$ cat config.mk
export PLATFORM = sky130hd
export DESIGN_NAME = fip_cell
export DESIGN_NICKNAME = d
export VERILOG_FILES = /design/src/field_inverse_p25519_core_defines.svh /design/src/fip_pkg.sv /design/src/fip_cell.sv
export SDC_FILE = /design/constraint.sdc
export NUM_CORES = 1
export LEC_CHECK = 0
export BUFFER_PORTS_ARGS = -buffer_cell sky130_fd_sc_hd__buf_4
export CAP_MARGIN = 20
export CELL_PAD_IN_SITES_DETAIL_PLACEMENT = 1
export CELL_PAD_IN_SITES_GLOBAL_PLACEMENT = 1
export CORE_MARGIN = 5
export CORE_UTILIZATION = 42
export DETAILED_ROUTE_END_ITERATION = 12
export PLACE_DENSITY_LB_ADDON = 0.12
export RECOVER_POWER = 100
export SYNTH_ARGS = -nofsm -noshare
export SYNTH_HDL_FRONTEND = slang
export SYNTH_SLANG_ARGS = --single-unit
$ cat constraint.sdc
create_clock -name clk -period 6.32 [get_ports clk]
set_input_delay 0.948 -clock clk [delete_from_list [all_inputs] [get_ports clk]]
set_output_delay 0.948 -clock clk [all_outputs]
set_load 0.01 [all_outputs]
$ cat src/field_inverse_p25519_core_defines.svh
// Assertion macros for the GF(2^255-19) exponentiation core.
// Used by field_inverse_p25519_core; expects clk and rst_n in scope.
`ifndef FIELD_INVERSE_P25519_CORE_DEFINES_SVH
`define FIELD_INVERSE_P25519_CORE_DEFINES_SVH

`define FIP_ASSERT_NOW(lbl, ante, cons, msg) \
    lbl: assert property (@(posedge clk) disable iff (!rst_n) (ante) |-> (cons)) \
        else $error(msg);

`define FIP_ASSERT_NEXT(lbl, ante, cons, msg) \
    lbl: assert property (@(posedge clk) disable iff (!rst_n) (ante) |=> (cons)) \
        else $error(msg);

`endif

$ cat src/fip_pkg.sv
// Types, constants and the exponent program of the GF(2^255-19) exponentiation core.
// Depends on nothing; used by fip_cell and field_inverse_p25519_core.
`timescale 1ns / 1ps
`default_nettype none

package fip_pkg;

    localparam int FIP_LIMBS = 16;
    localparam int FIP_CW    = 33;
    localparam int FIP_FW    = 23;
    localparam int FIP_FOLD  = 38;
    localparam int FIP_REGS  = 10;

    localparam logic [255:0] FIP_P =
        256'h7fffffffffffffff_ffffffffffffffff_ffffffffffffffff_ffffffffffffffed;

    localparam logic [3:0] R_Z    = 4'd0;
    localparam logic [3:0] R_Z2   = 4'd1;
    localparam logic [3:0] R_T    = 4'd2;
    localparam logic [3:0] R_Z9   = 4'd3;
    localparam logic [3:0] R_Z11  = 4'd4;
    localparam logic [3:0] R_A5   = 4'd5;
    localparam logic [3:0] R_A10  = 4'd6;
    localparam logic [3:0] R_A20  = 4'd7;
    localparam logic [3:0] R_A50  = 4'd8;
    localparam logic [3:0] R_A100 = 4'd9;

    localparam logic [4:0] PC_BRANCH   = 5'd19;
    localparam logic [4:0] PC_INV      = 5'd20;
    localparam logic [4:0] PC_INV_END  = 5'd21;
    localparam logic [4:0] PC_SQRT     = 5'd22;
    localparam logic [4:0] PC_SQRT_END = 5'd23;

    localparam logic OP_INVERSE = 1'b0;
    localparam logic OP_SQRT    = 1'b1;

    typedef struct packed {
        logic        operation;
        logic [63:0] value_w3;
        logic [63:0] value_w2;
        logic [63:0] value_w1;
        logic [63:0] value_w0;
    } fip_in_t;

    typedef struct packed {
        logic [62:0] result_w3;
        logic [63:0] result_w2;
        logic [63:0] result_w1;
        logic [63:0] result_w0;
    } fip_out_t;

    typedef struct packed {
        logic clear;
        logic mul;
        logic norm;
    } fip_cell_ctl_t;

    typedef struct packed {
        logic [3:0] dst;
        logic [3:0] src_a;
        logic [3:0] src_b;
        logic [6:0] sq;
    } fip_step_t;

    // Each step multiplies src_a by src_b, squares the product sq more times
    // and stores it in dst.
    function automatic fip_step_t fip_step(input logic [4:0] pc);
        fip_step_t s;
        s = '0;
        unique case (pc)
            5'd0:  s = '{R_Z2,   R_Z,    R_Z,    7'd0};
            5'd1:  s = '{R_T,    R_Z2,   R_Z2,   7'd1};
            5'd2:  s = '{R_Z9,   R_T,    R_Z,    7'd0};
            5'd3:  s = '{R_Z11,  R_Z9,   R_Z2,   7'd0};
            5'd4:  s = '{R_T,    R_Z11,  R_Z11,  7'd0};
            5'd5:  s = '{R_A5,   R_T,    R_Z9,   7'd0};
            5'd6:  s = '{R_T,    R_A5,   R_A5,   7'd4};
            5'd7:  s = '{R_A10,  R_T,    R_A5,   7'd0};
            5'd8:  s = '{R_T,    R_A10,  R_A10,  7'd9};
            5'd9:  s = '{R_A20,  R_T,    R_A10,  7'd0};
            5'd10: s = '{R_T,    R_A20,  R_A20,  7'd19};
            5'd11: s = '{R_T,    R_T,    R_A20,  7'd0};
            5'd12: s = '{R_T,    R_T,    R_T,    7'd9};
            5'd13: s = '{R_A50,  R_T,    R_A10,  7'd0};
            5'd14: s = '{R_T,    R_A50,  R_A50,  7'd49};
            5'd15: s = '{R_A100, R_T,    R_A50,  7'd0};
            5'd16: s = '{R_T,    R_A100, R_A100, 7'd99};
            5'd17: s = '{R_T,    R_T,    R_A100, 7'd0};
            5'd18: s = '{R_T,    R_T,    R_T,    7'd49};
            5'd19: s = '{R_T,    R_T,    R_A50,  7'd0};
            5'd20: s = '{R_T,    R_T,    R_T,    7'd4};
            5'd21: s = '{R_T,    R_T,    R_Z11,  7'd0};
            5'd22: s = '{R_T,    R_T,    R_T,    7'd1};
            5'd23: s = '{R_T,    R_T,    R_Z,    7'd0};
            default: s = '0;
        endcase
        return s;
    endfunction

endpackage

`default_nettype wire

$ cat src/fip_cell.sv
// One limb cell of the multiplier row: a 16x16 product plus neighbor terms.
// Depends on fip_pkg.
`timescale 1ns / 1ps
`default_nettype none

module fip_cell
    import fip_pkg::*;
(
    input  wire logic                clk,
    input  wire fip_cell_ctl_t       ctl,
    input  wire logic [15:0]         a_limb,
    input  wire logic [15:0]         digit,
    input  wire logic [FIP_FW-1:0]   shift_lo,
    input  wire logic [FIP_FW-1:0]   shift_hi,
    input  wire logic [FIP_FW-1:0]   carry_in,
    output logic [15:0]              lo,
    output logic [FIP_CW-17:0]       hi
);

    logic [FIP_CW-1:0] w_reg;
    logic [31:0]       prod;
    logic [FIP_CW-1:0] mul_sum;
    logic [FIP_CW-1:0] norm_sum;

    assign prod     = a_limb * digit;
    assign mul_sum  = FIP_CW'(prod) + FIP_CW'(shift_lo) + FIP_CW'(shift_hi);
    assign norm_sum = FIP_CW'(w_reg[15:0]) + FIP_CW'(carry_in);

    always_ff @(posedge clk)
    begin
        if (ctl.clear)
        begin
            w_reg <= '0;
        end
        else if (ctl.mul)
        begin
            w_reg <= mul_sum;
        end
        else if (ctl.norm)
        begin
            w_reg <= norm_sum;
        end
    end

    assign lo = w_reg[15:0];
    assign hi = w_reg[FIP_CW-1:16];

endmodule

`default_nettype wire

==> metrics.md <==
| Metric | Value |
|---|---|
| GRT Total Usage | `0.2133` |
| Ys flop type | `dfxtp_1` |
| Deepest clock path buffer count | `2` |
| Crit Path Category | `in2reg` |
| Top cells by area, synth | `fa_1 39%, ha_1 13%, inv_1 11%` |
| Area leader, netlist | `fa_1` |
| Req. time, crit path | `approximately 6.5 ns` |
| Hold Worst Slack | `between 0.4 and 0.5 ns` |
| Core area | `around 30,000 um2` |
| Slowest-stage cell, CP | `fa_1` |
| Post-route setup TNS | `0 ns` |
| Synth top area share | `0.3908` |
| Layout cells sized above 1 | `0.1389` |
| Final HPWL DP | `a little over 30,000 um` |
| Syn nets | `1,945` |
| Crit-path cells | `buf_4 > buf_4 > buf_12 > and2_1 > fa_1 > fa_1 > fa_1 > fa_1 > fa_1 > inv_1 > fa_1 > inv_1 > ha_1 > a21o_1 > a21o_1 > a21oi_1 > nand2_1 > o311ai_2 > a21oi_1 > o31ai_2` |
| Metal3 WL | `897 um` |
| Post-synth EDFFs | `0` |
| Worst slew pin tran | `~0.61 ns` |
| PortBufs | `137` |
| Clk_skew | `roughly 0.0073 ns` |
| # rows | `63` |
| Largest net degree at the start of global routing | `43` |
| Die height | `about 180 um` |
| Vias | `between 10,000 and 15,000` |
| Max Used Layer | `met4` |
| Sequential area share after synthesis | `0.05329` |
| Largest stage delay, worst path | `0.56 ns` |
| Initial Util | `0.4216` |
| Clock sink count | `33` |
| Avg Cell Area, Syn | `8.439 um2` |
| Vias in the first global route | `roughly 12,000` |
| HP Class | `reg2reg` |
| # nets final | `2,116` |
| DRC | `0` |
| Max Freq | `about 0.16 GHz` |
| Antenna Cells | `0` |
| Initial antenna violation count | `0` |
| Worst reg-to-reg path cell count | `11` |
| Hold depth | `2` |
| Clock latency at the later pin of the worst-skew pair | `roughly 0.28 ns` |
| Die Wd | `181.8 um` |
| Most frequent cells in the layout | `357 x inv_1, 242 x fa_1, 184 x nand2_1, 184 x buf_4, 128 x ha_1` |
| First-pass GRT wire length | `between 50,000 and 60,000 um` |
| Worst slew margin | `0.5887` |
| Wire per inst | `~17 um` |
| Met2 routed WL | `about 18,000 um` |
| CTS buffer count | `5` |
| Grt total ovfl | `0` |
| Area growth syn-to-layout | `16.91%` |
| Period minus WS final | `about 6.1 ns` |
| Final Cycle Share | `0.9669` |
| Routability cong. | `about 0.85` |
| Final Hold Viols | `0` |
| Slew Viols, Final | `0` |
| Share of flip-flops with an asynchronous set or reset | `0` |
| Post-route ant nets | `0` |
| Routed wire length | `33,680 um` |
| I/O pin count | `around 140` |
| Root buffer cell | `clkbuf_16` |
| Unrepaired setup endpoints after global routing | `true` |
| Worst EP arrival | `~6.3 ns` |
| 1st-pass router iterations | `4` |
| Mapped Area | `~12,000 um2` |
| Total die area | `roughly 33,000 um2` |
| Number of max-cap violations | `0` |
| Commonest non-fill, non-tap cell in the layout | `inv_1` |
| Max reg flops | `33` |
| DR vias/cell | `between 4 and 5` |
| Distinct cell type count after synthesis | `65` |
| Synth warn | `0` |
| Synth Register Bits | `33` |
| Cell count after synthesis | `between 1,000 and 1,500` |
| Final setup vio count | `0` |
| CP most frequent cell | `fa_1` |
| Status | `finished, final reports clean` |
| Max FO, Critical Path | `8` |
| CP startpoint kind | `primary input` |
| DR iter-0 viols | `around 320` |
| # H-tree levels | `2` |
| Setup crit end kind | `flop` |
| Worst-path clk slew | `0.05 ns` |
| DRT met1 WL | `between 10,000 and 15,000 um` |
| CTS tree | `done` |
-- cell type report --
type                       count  area (um2)
multi-input combinational   1020       10260
timing repair buffer         222        1605
clock buffer                   8       136.4
fill                        3603       14910
inverter                     358        1344
sequential                    33       660.6
tap                          390       488.0
-- worst max-delay path: cells and delay by family --
kind,cells,cell delay (ns)
buffers and inverters,5,0.54
adders and majority gates,7,3.22
AOI/OAI and AO/OA,6,1.28
and+or+nand+nor,2,0.31
-- path summary, 6_finish.rpt --
kind | start | end | slack [ns]
max | a_limb[8] | w_reg[32] | 0.21
min | w_reg[28] | w_reg[28] | 0.45
max reg2reg | w_reg[0] | w_reg[22] | 3.39
min reg2reg | w_reg[28] | w_reg[28] | 0.45
-- layer usage --
metal,up-vias,global-route usage
li1,4812,-
met1,5126,0.2547
met2,161,0.4093
met3,52,0.01743
met4,0,0.05704
met5,-,0
-- Yosys cell counts (5+ instances only) --
cell type / instances
inv_1: 357
fa_1: 242
nand2_1: 184
ha_1: 129
and2_1: 124
a21oi_1: 59
clkbuf_1: 52
nor2_1: 42
dfxtp_1: 33
o21ai_0: 27
a21o_1: 25
a211oi_1: 20
xnor2_1: 19
xor2_1: 18
nor3_1: 12
and3_1: 10
nand2b_1: 10
nor2b_1: 9
o211ai_1: 8
o21a_1: 7
a31oi_1: 6
nand3_1: 6
a221oi_1: 5
o21bai_1: 5
-- cell families (layout without fill, tap and decap cells) --
logic type                 after synthesis  count (layout)  synth area share
adders and majority gates              371             371            0.5210
buffers and inverters                  416             588            0.1270
xor gates and xnor gates                37              37           0.02614
muxes                                    2               2          0.001615
AOI/OAI and AO/OA                      198             198            0.1094
DFF                                     33              33           0.05329
and+or+nand+nor                        412             412            0.1616
-- per-stage QoR --
step | cells | setup WS, ns | utilization | cell area [um2]
finish | 2031 | 0.2095 | 0.4929 | 14490
global route | 2031 | -0.01567 | 0.4929 | 14490
CTS | 2028 | 0.007872 | 0.4931 | 14500
detailed placement | 2020 | -0.3126 | 0.4884 | 14360
global placement | 2020 | -0.1630 | 0.4884 | 14360
floorplan | 1469 | 0.1044 | - | 12400
-- timing repair --
action | CTS | global route
pin swaps | 1 | 10
setup endpoints to repair | 1 | 14
resized for setup | 0 | 27
hold endpoints to repair | 0 | 0
cloned | 0 | 0
buffers inserted | 0 | 3
hold buffers | 0 | 0
Power is left out: the tool's default activity adds up to more than one toggle a clock period on the data nets, which glitch-free logic cannot reach.
